$ cat config.mk
export PLATFORM = sky130hd
export DESIGN_NAME = charge_limit_defender_fsm
export DESIGN_NICKNAME = d
export VERILOG_FILES = /design/src/design/cld_pkg.sv /design/src/design/charge_limit_defender_fsm.sv /design/src/design/cld_persist.sv
export SDC_FILE = /design/constraint.sdc
export NUM_CORES = 2
export LEC_CHECK = 0
export BUFFER_PORTS_ARGS = -buffer_cell sky130_fd_sc_hd__clkbuf_2
export CAP_MARGIN = 10
export CORE_AREA = 2 2 199 347
export CTS_BUF_LIST = sky130_fd_sc_hd__clkbuf_8
export CTS_CLUSTER_DIAMETER = 60
export DETAILED_ROUTE_END_ITERATION = 8
export DIE_AREA = 0 0 201 349
export PLACE_DENSITY_LB_ADDON = 0.15
export SLEW_MARGIN = 20
export SYNTH_ARGS = -nofsm -noshare
export SYNTH_HDL_FRONTEND = slang
export SYNTH_SLANG_ARGS = --single-unit
$ cat constraint.sdc
create_clock -name clk -period 41 [get_ports clk]
set_clock_uncertainty 0.2 [all_clocks]
set_input_delay 6.15 -clock clk [delete_from_list [all_inputs] [get_ports clk]]
set_output_delay 6.15 -clock clk [all_outputs]
set_load 0.05 [all_outputs]
$ cat src/design/cld_pkg.sv
`timescale 1ns / 1ps

package cld_pkg;

  localparam int unsigned TIME_BITS_DEF = 31;
  localparam int unsigned HYST_DEF      = 30;

  localparam int unsigned DT_W    = 16;
  localparam int unsigned LEVEL_W = 7;
  localparam int unsigned SECS_W  = 31;
  localparam int unsigned CFG_W   = 31;
  localparam int unsigned CFG_A_W = 3;
  localparam int unsigned STATE_W = 3;

  // state codes
  localparam logic [STATE_W-1:0] ST_INIT         = 3'd0;
  localparam logic [STATE_W-1:0] ST_DISABLED     = 3'd1;
  localparam logic [STATE_W-1:0] ST_DISCONNECTED = 3'd2;
  localparam logic [STATE_W-1:0] ST_CONNECTED    = 3'd3;
  localparam logic [STATE_W-1:0] ST_ACTIVE       = 3'd4;

  // register indexes
  localparam logic [CFG_A_W-1:0] CFG_ACTIVATE_AFTER = 3'd0;
  localparam logic [CFG_A_W-1:0] CFG_CLEAR_AFTER    = 3'd1;
  localparam logic [CFG_A_W-1:0] CFG_FULL_CAPACITY  = 3'd2;
  localparam logic [CFG_A_W-1:0] CFG_DEF_START      = 3'd3;
  localparam logic [CFG_A_W-1:0] CFG_DEF_STOP       = 3'd4;
  localparam logic [CFG_A_W-1:0] CFG_DEFAULT_START  = 3'd5;
  localparam logic [CFG_A_W-1:0] CFG_DEFAULT_STOP   = 3'd6;

  // register reset values
  localparam logic [CFG_W-1:0]   RST_ACTIVATE_AFTER = 31'd14400;
  localparam logic [CFG_W-1:0]   RST_CLEAR_AFTER    = 31'd60;
  localparam logic [LEVEL_W-1:0] RST_FULL_CAPACITY  = 7'd100;
  localparam logic [LEVEL_W-1:0] RST_DEF_START      = 7'd70;
  localparam logic [LEVEL_W-1:0] RST_DEF_STOP       = 7'd80;
  localparam logic [LEVEL_W-1:0] RST_DEFAULT_START  = 7'd0;
  localparam logic [LEVEL_W-1:0] RST_DEFAULT_STOP   = 7'd100;

  localparam logic [CFG_W-1:0]   MIN_ACTIVATE = 31'd60;

endpackage

$ cat src/design/charge_limit_defender_fsm.sv
`timescale 1ns / 1ps
// throughput: one request per cycle unless out_ready stalls; an input register feeds
// one pass of state logic into the result register, which drives out_valid, and the
// state updates as the result is loaded
// reset (synchronous, rst_n low): state init, counters and persist history cleared,
// registers at their default values, both channels empty

module charge_limit_defender_fsm
  import cld_pkg::*;
#(
  parameter int unsigned TIME_BITS          = TIME_BITS_DEF,
  parameter int unsigned PERSIST_HYSTERESIS = HYST_DEF
) (
  input  logic               clk,
  input  logic               rst_n,

  input  logic               cfg_we,
  input  logic [CFG_A_W-1:0] cfg_addr,
  input  logic [CFG_W-1:0]   cfg_wdata,

  input  logic               in_valid,
  output logic               in_ready,
  input  logic [DT_W-1:0]    in_elapsed_secs,
  input  logic               in_wired_present,
  input  logic               in_wireless_online,
  input  logic [LEVEL_W-1:0] in_capacity_pct,
  input  logic [LEVEL_W-1:0] in_vendor_start,
  input  logic [LEVEL_W-1:0] in_vendor_stop,
  input  logic               in_disable_request,
  input  logic               in_debug_build,
  input  logic               in_charger_boot,
  input  logic [SECS_W-1:0]  in_saved_present_secs,
  input  logic [SECS_W-1:0]  in_saved_active_secs,

  output logic               out_valid,
  input  logic               out_ready,
  output logic [STATE_W-1:0] out_fsm_state,
  output logic [LEVEL_W-1:0] out_start_level,
  output logic [LEVEL_W-1:0] out_stop_level,
  output logic               out_start_write,
  output logic               out_stop_write,
  output logic [SECS_W-1:0]  out_present_secs,
  output logic [SECS_W-1:0]  out_active_secs,
  output logic               out_present_persist,
  output logic               out_active_persist
);

  localparam int unsigned CW = ((TIME_BITS > SECS_W) ? TIME_BITS : SECS_W) + 1;
  localparam logic [TIME_BITS-1:0] TMAX = '1;

  // config registers
  logic [CFG_W-1:0]   act_after_r;
  logic [CFG_W-1:0]   clr_after_r;
  logic [LEVEL_W-1:0] full_cap_r;
  logic [LEVEL_W-1:0] def_start_r;
  logic [LEVEL_W-1:0] def_stop_r;
  logic [LEVEL_W-1:0] dflt_start_r;
  logic [LEVEL_W-1:0] dflt_stop_r;

  // input register
  logic               s1_valid_r;
  logic [DT_W-1:0]    s1_dt_r;
  logic               s1_power_r;
  logic [LEVEL_W-1:0] s1_cap_r;
  logic [LEVEL_W-1:0] s1_vstart_r;
  logic [LEVEL_W-1:0] s1_vstop_r;
  logic               s1_dis_r;
  logic               s1_debug_r;
  logic               s1_boot_r;
  logic [SECS_W-1:0]  s1_sp_r;
  logic [SECS_W-1:0]  s1_sa_r;

  // block state
  logic [STATE_W-1:0]   state_r;
  logic [STATE_W-1:0]   state_nxt;
  logic                 high_r;
  logic                 high_nxt;
  logic [TIME_BITS-1:0] present_r;
  logic [TIME_BITS-1:0] present_nxt;
  logic [TIME_BITS-1:0] absent_r;
  logic [TIME_BITS-1:0] absent_nxt;
  logic [TIME_BITS-1:0] active_r;
  logic [TIME_BITS-1:0] active_nxt;
  logic [LEVEL_W-1:0]   last_start_r;
  logic [LEVEL_W-1:0]   last_stop_r;

  logic               advance;
  logic               disabled;
  logic [CW-1:0]      act_th;
  logic [LEVEL_W-1:0] lstart;
  logic [LEVEL_W-1:0] lstop;
  logic               wstart;
  logic               wstop;
  logic               pp;
  logic               ap;

  function automatic logic [TIME_BITS-1:0] sat_add(input logic [TIME_BITS-1:0] a,
                                                   input logic [DT_W-1:0] b);
    logic [TIME_BITS:0] s;
    s = {1'b0, a} + (TIME_BITS+1)'(b);
    return s[TIME_BITS] ? TMAX : s[TIME_BITS-1:0];
  endfunction

  function automatic logic [TIME_BITS-1:0] sat_load(input logic [SECS_W-1:0] v);
    return (CW'(v) > CW'(TMAX)) ? TMAX : TIME_BITS'(v);
  endfunction

  assign advance  = s1_valid_r && (!out_valid || out_ready);
  assign in_ready = !s1_valid_r || advance;

  always_ff @(posedge clk) begin
    if (!rst_n) begin
      act_after_r  <= RST_ACTIVATE_AFTER;
      clr_after_r  <= RST_CLEAR_AFTER;
      full_cap_r   <= RST_FULL_CAPACITY;
      def_start_r  <= RST_DEF_START;
      def_stop_r   <= RST_DEF_STOP;
      dflt_start_r <= RST_DEFAULT_START;
      dflt_stop_r  <= RST_DEFAULT_STOP;
    end else if (cfg_we) begin
      unique case (cfg_addr)
        CFG_ACTIVATE_AFTER: act_after_r  <= cfg_wdata;
        CFG_CLEAR_AFTER:    clr_after_r  <= cfg_wdata;
        CFG_FULL_CAPACITY:  full_cap_r   <= cfg_wdata[LEVEL_W-1:0];
        CFG_DEF_START:      def_start_r  <= cfg_wdata[LEVEL_W-1:0];
        CFG_DEF_STOP:       def_stop_r   <= cfg_wdata[LEVEL_W-1:0];
        CFG_DEFAULT_START:  dflt_start_r <= cfg_wdata[LEVEL_W-1:0];
        CFG_DEFAULT_STOP:   dflt_stop_r  <= cfg_wdata[LEVEL_W-1:0];
        default: ;
      endcase
    end
  end

  always_ff @(posedge clk) begin
    if (!rst_n) begin
      s1_valid_r <= 1'b0;
    end else if (in_ready) begin
      s1_valid_r <= in_valid;
    end
  end

  always_ff @(posedge clk) begin
    if (in_ready && in_valid) begin
      s1_dt_r     <= in_elapsed_secs;
      s1_power_r  <= in_wired_present || in_wireless_online;
      s1_cap_r    <= in_capacity_pct;
      s1_vstart_r <= in_vendor_start;
      s1_vstop_r  <= in_vendor_stop;
      s1_dis_r    <= in_disable_request;
      s1_debug_r  <= in_debug_build;
      s1_boot_r   <= in_charger_boot;
      s1_sp_r     <= in_saved_present_secs;
      s1_sa_r     <= in_saved_active_secs;
    end
  end

  assign disabled = s1_dis_r || !s1_debug_r ||
                    (s1_vstart_r != dflt_start_r) || (s1_vstop_r != dflt_stop_r);
  assign act_th   = (act_after_r < MIN_ACTIVATE) ? CW'(MIN_ACTIVATE) : CW'(act_after_r);

  always_comb begin
    high_nxt    = high_r;
    present_nxt = present_r;
    absent_nxt  = absent_r;
    active_nxt  = active_r;

    // current state action
    unique case (state_r)
      ST_INIT: begin
        if (s1_power_r) begin
          present_nxt = sat_load(s1_sp_r);
          active_nxt  = sat_load(s1_sa_r);
        end
      end
      ST_DISABLED, ST_DISCONNECTED: begin
        high_nxt    = 1'b0;
        present_nxt = '0;
        absent_nxt  = '0;
        active_nxt  = '0;
      end
      ST_CONNECTED, ST_ACTIVE: begin
        if (s1_power_r) begin
          if (high_r) begin
            present_nxt = sat_add(present_r, s1_dt_r);
          end
          absent_nxt = '0;
        end else begin
          absent_nxt = sat_add(absent_r, s1_dt_r);
        end
        if (state_r == ST_ACTIVE) begin
          active_nxt = sat_add(active_r, s1_dt_r);
        end else if (s1_cap_r == full_cap_r) begin
          high_nxt = 1'b1;
        end
      end
      default: ;
    endcase

    // next state
    state_nxt = state_r;
    if (disabled) begin
      state_nxt = ST_DISABLED;
    end else begin
      unique case (state_r)
        ST_INIT: begin
          if (!s1_power_r) begin
            state_nxt = ST_DISCONNECTED;
          end else if (CW'(present_nxt) > act_th) begin
            state_nxt = ST_ACTIVE;
          end else begin
            state_nxt = ST_CONNECTED;
          end
        end
        ST_DISABLED: state_nxt = ST_DISCONNECTED;
        ST_DISCONNECTED: begin
          if (s1_power_r) begin
            state_nxt = ST_CONNECTED;
          end
        end
        ST_CONNECTED: begin
          if (CW'(present_nxt) > act_th) begin
            state_nxt = ST_ACTIVE;
          end else if (CW'(absent_nxt) > CW'(clr_after_r)) begin
            state_nxt = ST_DISCONNECTED;
          end
        end
        default: ;
      endcase
    end

    // entry action
    if (state_nxt != state_r) begin
      unique case (state_nxt)
        ST_DISABLED, ST_DISCONNECTED: begin
          high_nxt    = 1'b0;
          present_nxt = '0;
          absent_nxt  = '0;
          active_nxt  = '0;
        end
        ST_CONNECTED: begin
          if (present_nxt != '0) begin
            high_nxt = 1'b1;
          end
        end
        ST_ACTIVE: high_nxt = 1'b1;
        default: ;
      endcase
    end
  end

  assign lstart = (state_nxt == ST_ACTIVE) ? def_start_r : s1_vstart_r;
  assign lstop  = (state_nxt == ST_ACTIVE) ? def_stop_r  : s1_vstop_r;
  assign wstart = !s1_boot_r && (lstart != last_start_r);
  assign wstop  = !s1_boot_r && (lstop  != last_stop_r);

  cld_persist #(
    .TIME_BITS          (TIME_BITS),
    .PERSIST_HYSTERESIS (PERSIST_HYSTERESIS)
  ) u_present_persist (
    .clk    (clk),
    .rst_n  (rst_n),
    .en     (advance),
    .value  (present_nxt),
    .strobe (pp)
  );

  cld_persist #(
    .TIME_BITS          (TIME_BITS),
    .PERSIST_HYSTERESIS (PERSIST_HYSTERESIS)
  ) u_active_persist (
    .clk    (clk),
    .rst_n  (rst_n),
    .en     (advance),
    .value  (active_nxt),
    .strobe (ap)
  );

  always_ff @(posedge clk) begin
    if (!rst_n) begin
      state_r      <= ST_INIT;
      high_r       <= 1'b0;
      present_r    <= '0;
      absent_r     <= '0;
      active_r     <= '0;
      last_start_r <= RST_DEFAULT_START;
      last_stop_r  <= RST_DEFAULT_STOP;
    end else if (advance) begin
      state_r   <= state_nxt;
      high_r    <= high_nxt;
      present_r <= present_nxt;
      absent_r  <= absent_nxt;
      active_r  <= active_nxt;
      if (wstart) begin
        last_start_r <= lstart;
      end
      if (wstop) begin
        last_stop_r <= lstop;
      end
    end
  end

  // result register
  always_ff @(posedge clk) begin
    if (!rst_n) begin
      out_valid <= 1'b0;
    end else if (advance) begin
      out_valid <= 1'b1;
    end else if (out_ready) begin
      out_valid <= 1'b0;
    end
  end

  always_ff @(posedge clk) begin
    if (advance) begin
      out_fsm_state       <= state_nxt;
      out_start_level     <= lstart;
      out_stop_level      <= lstop;
      out_start_write     <= wstart;
      out_stop_write      <= wstop;
      out_present_secs    <= SECS_W'(present_nxt);
      out_active_secs     <= SECS_W'(active_nxt);
      out_present_persist <= pp;
      out_active_persist  <= ap;
    end
  end

endmodule

$ cat src/design/cld_persist.sv
`timescale 1ns / 1ps

module cld_persist #(
  parameter int unsigned TIME_BITS          = 31,
  parameter int unsigned PERSIST_HYSTERESIS = 30
) (
  input  logic                 clk,
  input  logic                 rst_n,
  input  logic                 en,
  input  logic [TIME_BITS-1:0] value,
  output logic                 strobe
);

  localparam int unsigned HW = $clog2(PERSIST_HYSTERESIS + 1) + 1;
  localparam int unsigned PW = TIME_BITS + HW;
  localparam logic [PW-1:0] HYST = PW'(PERSIST_HYSTERESIS);

  logic                 valid_r;
  logic [TIME_BITS-1:0] prev_r;
  logic [PW-1:0]        value_x;
  logic [PW-1:0]        prev_x;
  logic                 same;
  logic                 big;

  assign value_x = PW'(value);
  assign prev_x  = PW'(prev_r);
  assign same    = valid_r && (value == prev_r);
  assign big     = !valid_r || (value == '0) || (value_x > prev_x + HYST) ||
                   (value_x + HYST < prev_x);
  assign strobe  = !same && big;

  always_ff @(posedge clk) begin
    if (!rst_n) begin
      valid_r <= 1'b0;
    end else if (en && strobe) begin
      valid_r <= 1'b1;
    end
  end

  always_ff @(posedge clk) begin
    if (en && strobe) begin
      prev_r <= value;
    end
  end

endmodule
Word level (Yosys, flattened, before mapping):

Cells that the tools add are included.

* register bits: 460
* output and inout port bits: 85
* logic and storage cells: 159

* add/sub/neg operators: 7
* order comparisons: 7
* equal/unequal tests: 22
* mux-type cells: 36
* reductions and logical operators: 48

Operators by type and width (count)
* $mux 31: 16
* $pmux 31 s3: 2
* $add 31x5->32 const B: 4
* $add 31x16->32: 3
* $gt 31x37->1: 2
* $lt 37x31->1: 2
* $eq 31x31->1: 2
* $gt 31x31->1: 2
* $logic_not 31->1: 2
* $pmux 31 s2: 1
* $lt 31x6->1 const B: 1
* $reduce_bool 31->1: 1
* $ne 7x7->1: 4
* $eq 3x2->1 const B: 6
* $mux 3: 6
* $reduce_and 2->1: 9
* $eq 3x3->1 const B: 5
* $mux 7: 2
* $logic_or 1x1->1: 12
* $pmux 3 s4: 1
* $logic_and 1x1->1: 10
* $eq 3x1->1 const B: 3
* $logic_not 1->1: 8
* $eq 7x7->1: 1
* 7 further kinds: 15

Depth between registers and ports, before layout:

* depth in word-level cells: 20
* mapped depth: 60

By module:

A second synthesis with hierarchy kept.

* cells, all modules: 3234
* area total of the unflattened synthesis: 29493.3 sq um

By module, submodules not included
* charge_limit_defender_fsm: times used 1, cells an instance 2355, area each 21615.7 sq um
* cld_persist at u_active_persist: times used 1, cells an instance 436, area each 3946.3 sq um
* cld_persist at u_present_persist: times used 1, cells an instance 443, area each 3931.3 sq um

Worst setup path after synthesis:

OpenSTA, ideal clock, no wires.

* path type: flip-flop to flip-flop
* start: register s1_dt_r[1]
* end: register u_present_persist.prev_r[0], enable pin
* setup time: 467 ps
* data arrival time: 12505 ps
* data required time: 40333 ps
* path slack: 27828 ps
* stages on the path, launching flop included: 56
* path buffers: 5
* cells stage by stage: edfxtp_1 -> ha_1 -> a21o_1 -> a21oi_1 -> o21ai_0 -> a21oi_1 -> o21ai_0 -> a21oi_1 -> o21ai_0 -> a2111oi_0 -> o31ai_1 -> nand2_1 -> a2111oi_0 -> nor2b_1 -> clkbuf_1 -> clkbuf_1 -> inv_1 -> a21oi_1 -> [20 not listed] -> and3_1 -> nor2_1 -> nand4b_1 -> xnor2_1 -> ha_1 -> nor2b_1 -> o21ai_0 -> nand2b_1 -> a21oi_1 -> nor2b_1 -> o21ai_0 -> nand2b_1 -> a221oi_1 -> o21ai_0 -> a221oi_1 -> o21ai_0 -> o2111a_1 -> a211oi_1

* word-level cells in the longest chain between the ends: 20

RTL lines
* start: declaration: line charge_limit_defender_fsm.sv:62 `logic [DT_W-1:0] s1_dt_r;`
* start signal: assignment: line charge_limit_defender_fsm.sv:144 `s1_dt_r <= in_elapsed_secs;`
* $add 31x16->32: line charge_limit_defender_fsm.sv:100 `s = {1'b0, a} + (TIME_BITS+1)'(b);`
* $mux 31: line charge_limit_defender_fsm.sv:101 `return s[TIME_BITS] ? TMAX : s[TIME_BITS-1:0];`
* $mux 31: line charge_limit_defender_fsm.sv:183 `if (high_r) begin`
* $mux 31: line charge_limit_defender_fsm.sv:182 `if (s1_power_r) begin`
* $pmux 31 s3: line charge_limit_defender_fsm.sv:168 `unique case (state_r)`
* $gt 31x31->1: line charge_limit_defender_fsm.sv:208, charge_limit_defender_fsm.sv:221
* $mux 3: line charge_limit_defender_fsm.sv:208 `end else if (CW'(present_nxt) > act_th) begin`
* $mux 3: line charge_limit_defender_fsm.sv:206 `if (!s1_power_r) begin`
* [2 not listed]
* $eq 3x1->1 or $eq 3x2->1 (tied branches): line charge_limit_defender_fsm.sv:233 `unique case (state_nxt)`
* $reduce_or 2->1: line charge_limit_defender_fsm.sv:233
* $mux 31: line charge_limit_defender_fsm.sv:233
* $mux 31 (*): line charge_limit_defender_fsm.sv:232 `if (state_nxt != state_r) begin`
* via present_nxt[1]: line charge_limit_defender_fsm.sv:79 `logic [TIME_BITS-1:0] present_nxt;`
* branches (longest 4 deep; another with $lt 37x31->1)
* $logic_and 1x1->1 (*): line cld_persist.sv:30 `assign strobe = !same && big;`
* $logic_and 1x1->1 (*): line cld_persist.sv:41 `if (en && strobe) begin`
* end signal: assignment: line cld_persist.sv:42 `prev_r <= value;`
* end: declaration: line cld_persist.sv:19 `logic [TIME_BITS-1:0] prev_r;`

Mark *: on every way through the listed nets, which the timed path passes.
A chain may end at the register's enable or synchronous reset.

Worst setup path after layout:

* start: input out_ready
* end: output in_ready

* word-level cells in the longest chain between the ends: 3

RTL lines
* start: declaration: line charge_limit_defender_fsm.sv:36 `input logic out_ready,`
* $logic_or 1x1->1: line charge_limit_defender_fsm.sv:108 `assign advance = s1_valid_r && (!out_valid || out_ready);`
* $logic_and 1x1->1: line charge_limit_defender_fsm.sv:108
* $logic_or 1x1->1: line charge_limit_defender_fsm.sv:109 `assign in_ready = !s1_valid_r || advance;`
* end: declaration: line charge_limit_defender_fsm.sv:22 `output logic in_ready,`

Every way passes these cells.

==> flow_summary_export.csv <==
group,metric,value,unit
status,status,"complete, no violations",
clock_network,cts-htree-levels,3,
run,cap_viol_max_count,0,
setup_path,crit_buf_inv,2,
grt,grt_overflow_total,0,
die,ioPinCount,228,
clock_network,cts_made_buffers,76,
layout,layout-drive-gt1-share,13.5,%
yosys,synthFlopType,"edfxtp_1",
clock_network,postCtsHoldBufs,0,
power_and_ir_drop,power_density,34.1,nW/um2
clock_network,ctsRootBufferMaster,"clkbuf_8",
placed_design,placement.io_buffers,227,
layout,postLayoutCoreUtil,50.4,%
setup_path,cp.required,34.65,ns
die,dieHeight,349,um
setup_path,path_delay_family,"buffers and inverters",
die,dieArea,70100,um2
clock_network,max-clock-path-buffers,3,
power_and_ir_drop,vdd_drop_max,0.0000293,V
yosys,syn-cell-area,30100,um2
yosys,ys_async_sr_fraction,0,%
yosys,syn-num-nets,3793,
clock_network,cts_resized,0,
timing,period_minus_slack,13.13,ns
setup_path,cp_common_cell,"clkbuf_2",
layout,postLayoutCellArea,33900,um2
route,drc,0,
yosys,synth_top_cell_area_share,24.8,%
timing,fin_ws,27.87,ns
grt,antenna_found_initial,2,
setup_path,endpoint_kind,"output pin",
yosys,ys_types,102,
setup_path,crit_path_max_fanout,4,
yosys,synth_edf_count,248,
route,num_vias,27600,
timing,rsz0062_at_grt,"false",
clock_network,clkLatencyLatePin,0.73,ns
timing,setup_viol,0,
placed_design,routabilityCongestion,0.993,
clock_network,postCtsSetupBuffers,0,
yosys,ys_warn_count,0,
grt,grt_max_degree,69,
power_and_ir_drop,power_leakage,13.3,nW
timing,hold_viol_final,0,
grt,grt_pass1_vias,27600,
power_and_ir_drop,power,1.15,mW
placed_design,placedCellCount,4445,
setup_path,crit_path_max_incr_delay,0.24,ns
clock_network,clkSinkCount,460,
route,first_iter_violations,1983,
setup_path,cp.arrival,6.78,ns
yosys,yosys-top-cells-count,"507 x nand2_1, 292 x a21oi_1, 248 x edfxtp_1",
layout,area_delta_synth_final,12.7,%
timing,post-route-period-util,32.0,%
yosys,yosys-top-cells-area,"edfxtp_1 25%, dfxtp_1 14%, ha_1 9.5%",
yosys,synth_area_per_cell,8.80,um2
die,start_util,44.7,%
yosys,ys_seq_area_share,38.9,%
route,routed_wl,113000,um
yosys,yosysMostFrequentCell,"nand2_1",
setup_path,crit_path_start_kind,"input pin",
die,dieWidth,201,um
die,rows,126,
grt,grt_pass1_wl,168000,um
yosys,ys_seq_elements,460,
setup_path,crit_slowest_cell,"clkbuf_2",
min_path,hold_class,"flop to flop",
route,drt_pass1_iterations,7,
yosys,synthCells,3418,
clock_network,cts_tree,"done",
setup_path,path_class,"input pin to output pin",
placed_design,pre_cts_ws,27.86,ns
clock_network,clk_pin_slew,0.06,ns
setup_path,crit_chain,"clkbuf_2 -> nor2b_1 -> nand2_1 -> clkbuf_2",
yosys,synth_area_leader_cell,"edfxtp_1",
timing,tns,0,ns
timing,max-slew-margin-rel,23.0,%
timing,worst_pin_slew,1.15,ns
timing,slew_viol_final,0,
die,fp.coreArea,67300,um2
placed_design,place_area,32200,um2
route,vias_per_cell,6.02,
route,drtAntennaViolNets,0,
route,post_drt_wl_per_cell,24.7,um
timing,max_freq,76.2,MHz
placed_design,dp_hpwl,86000,um
timing,hold_ws,0.257,ns
layout,fin_cells,4588,
layout,num-nets-final,4003,
grt,grt_use_total,31.8,%
[cells in the final DEF (no fill, tap or decap), drive strengths merged, types with 29 or more instances in the layout]
master,synthesis,routed
edfxtp,248,248
a22oi,37,37
a21o,43,43
nand2,507,507
o21ai,136,136
xnor2,137,137
dfxtp,212,212
or3,32,32
inv,197,223
nand3,100,100
a21oi,297,297
buf,44,56
nor3,70,70
nor2,244,244
nand4,81,81
o211ai,29,29
ha,229,229
mux2i,39,39
o21a,51,51
nor4,36,36
and3,37,37
xor2,34,34
nand2b,43,43
a31oi,37,37
clkbuf,108,314
nor2b,44,44
[logic make-up (layout without fill, tap and decap cells)]
family,Yosys count,count (layout),share of synthesized area (%)
muxes,52,52,1.82
buffers and inverters,350,623,4.60
DFF,460,460,38.9
adders and majority gates,234,234,9.79
xor gates and xnor gates,171,171,4.98
AOI/OAI and AO/OA,844,844,18.8
and+or+nand+nor,1307,1307,21.1
other,0,1,0
[final timing paths]
path | from | end | slack, ns | depth (start not counted)
max reg2reg | s1_dt_r[1]$_DFFE_PP_ | u_active_persist.prev_r[6]$_DFFE_PP_ | 28.01 | 58
max | out_ready | in_ready | 27.87 | 4
min | clr_after_r[1]$_SDFFE_PN0P_ | clr_after_r[1]$_SDFFE_PN0P_ | 0.26 | 2
min reg2reg | clr_after_r[1]$_SDFFE_PN0P_ | clr_after_r[1]$_SDFFE_PN0P_ | 0.26 | 2
[per-layer routing]
| metal | up-vias | GRT usage [%] | wire, um |
|---|---|---|---|
| met3 | 438 | 4.91 | 6710 |
| met2 | 1187 | 58.0 | 57700 |
| met4 | 2 | 24.4 | 9510 |
| met1 | 13100 | 32.4 | 39200 |
| li1 | 12900 | - | - |
| met5 | - | 0 | 11 |
[flip-flops by register name, indices dropped and copies added (netlist names), 16 cells and up]
name / flops
act_after_r: 31
active_r: 31
out_present_secs: 31
s1_sa_r: 31
absent_r: 31
s1_sp_r: 31
u_present_persist.prev_r: 31
s1_dt_r: 16
out_active_secs: 31
clr_after_r: 31
present_r: 31
u_active_persist.prev_r: 31
[power by group]
part / leakage [nW] / total, mW / switching (mW) / internal, mW
combinational: 8.24 / 0.168 / 0.114 / 0.0534
sequential: 4.15 / 0.518 / 0.0153 / 0.503
clock: 0.944 / 0.469 / 0.211 / 0.258
[tightest hold or removal path: cells and delay by family, from the launching register on]
| family | cells | cell delay [ns] |
|---|---|---|
| AO/OA/AOI/OAI | 1 | 0.05 |
| flip-flops | 1 | 0.31 |
| AND/OR/NAND/NOR | 1 | 0.05 |
[layout make-up]
type,count,area (um2)
tap,896,1120
timing repair buffer,284,1560
clock buffer,86,1180
inverter,198,753
sequential,460,11700
fill,6551,33400
antenna,1,2.50
multi-input combinational,2608,17100
clock inverter,55,526
(Power assumes the default switching activity.)
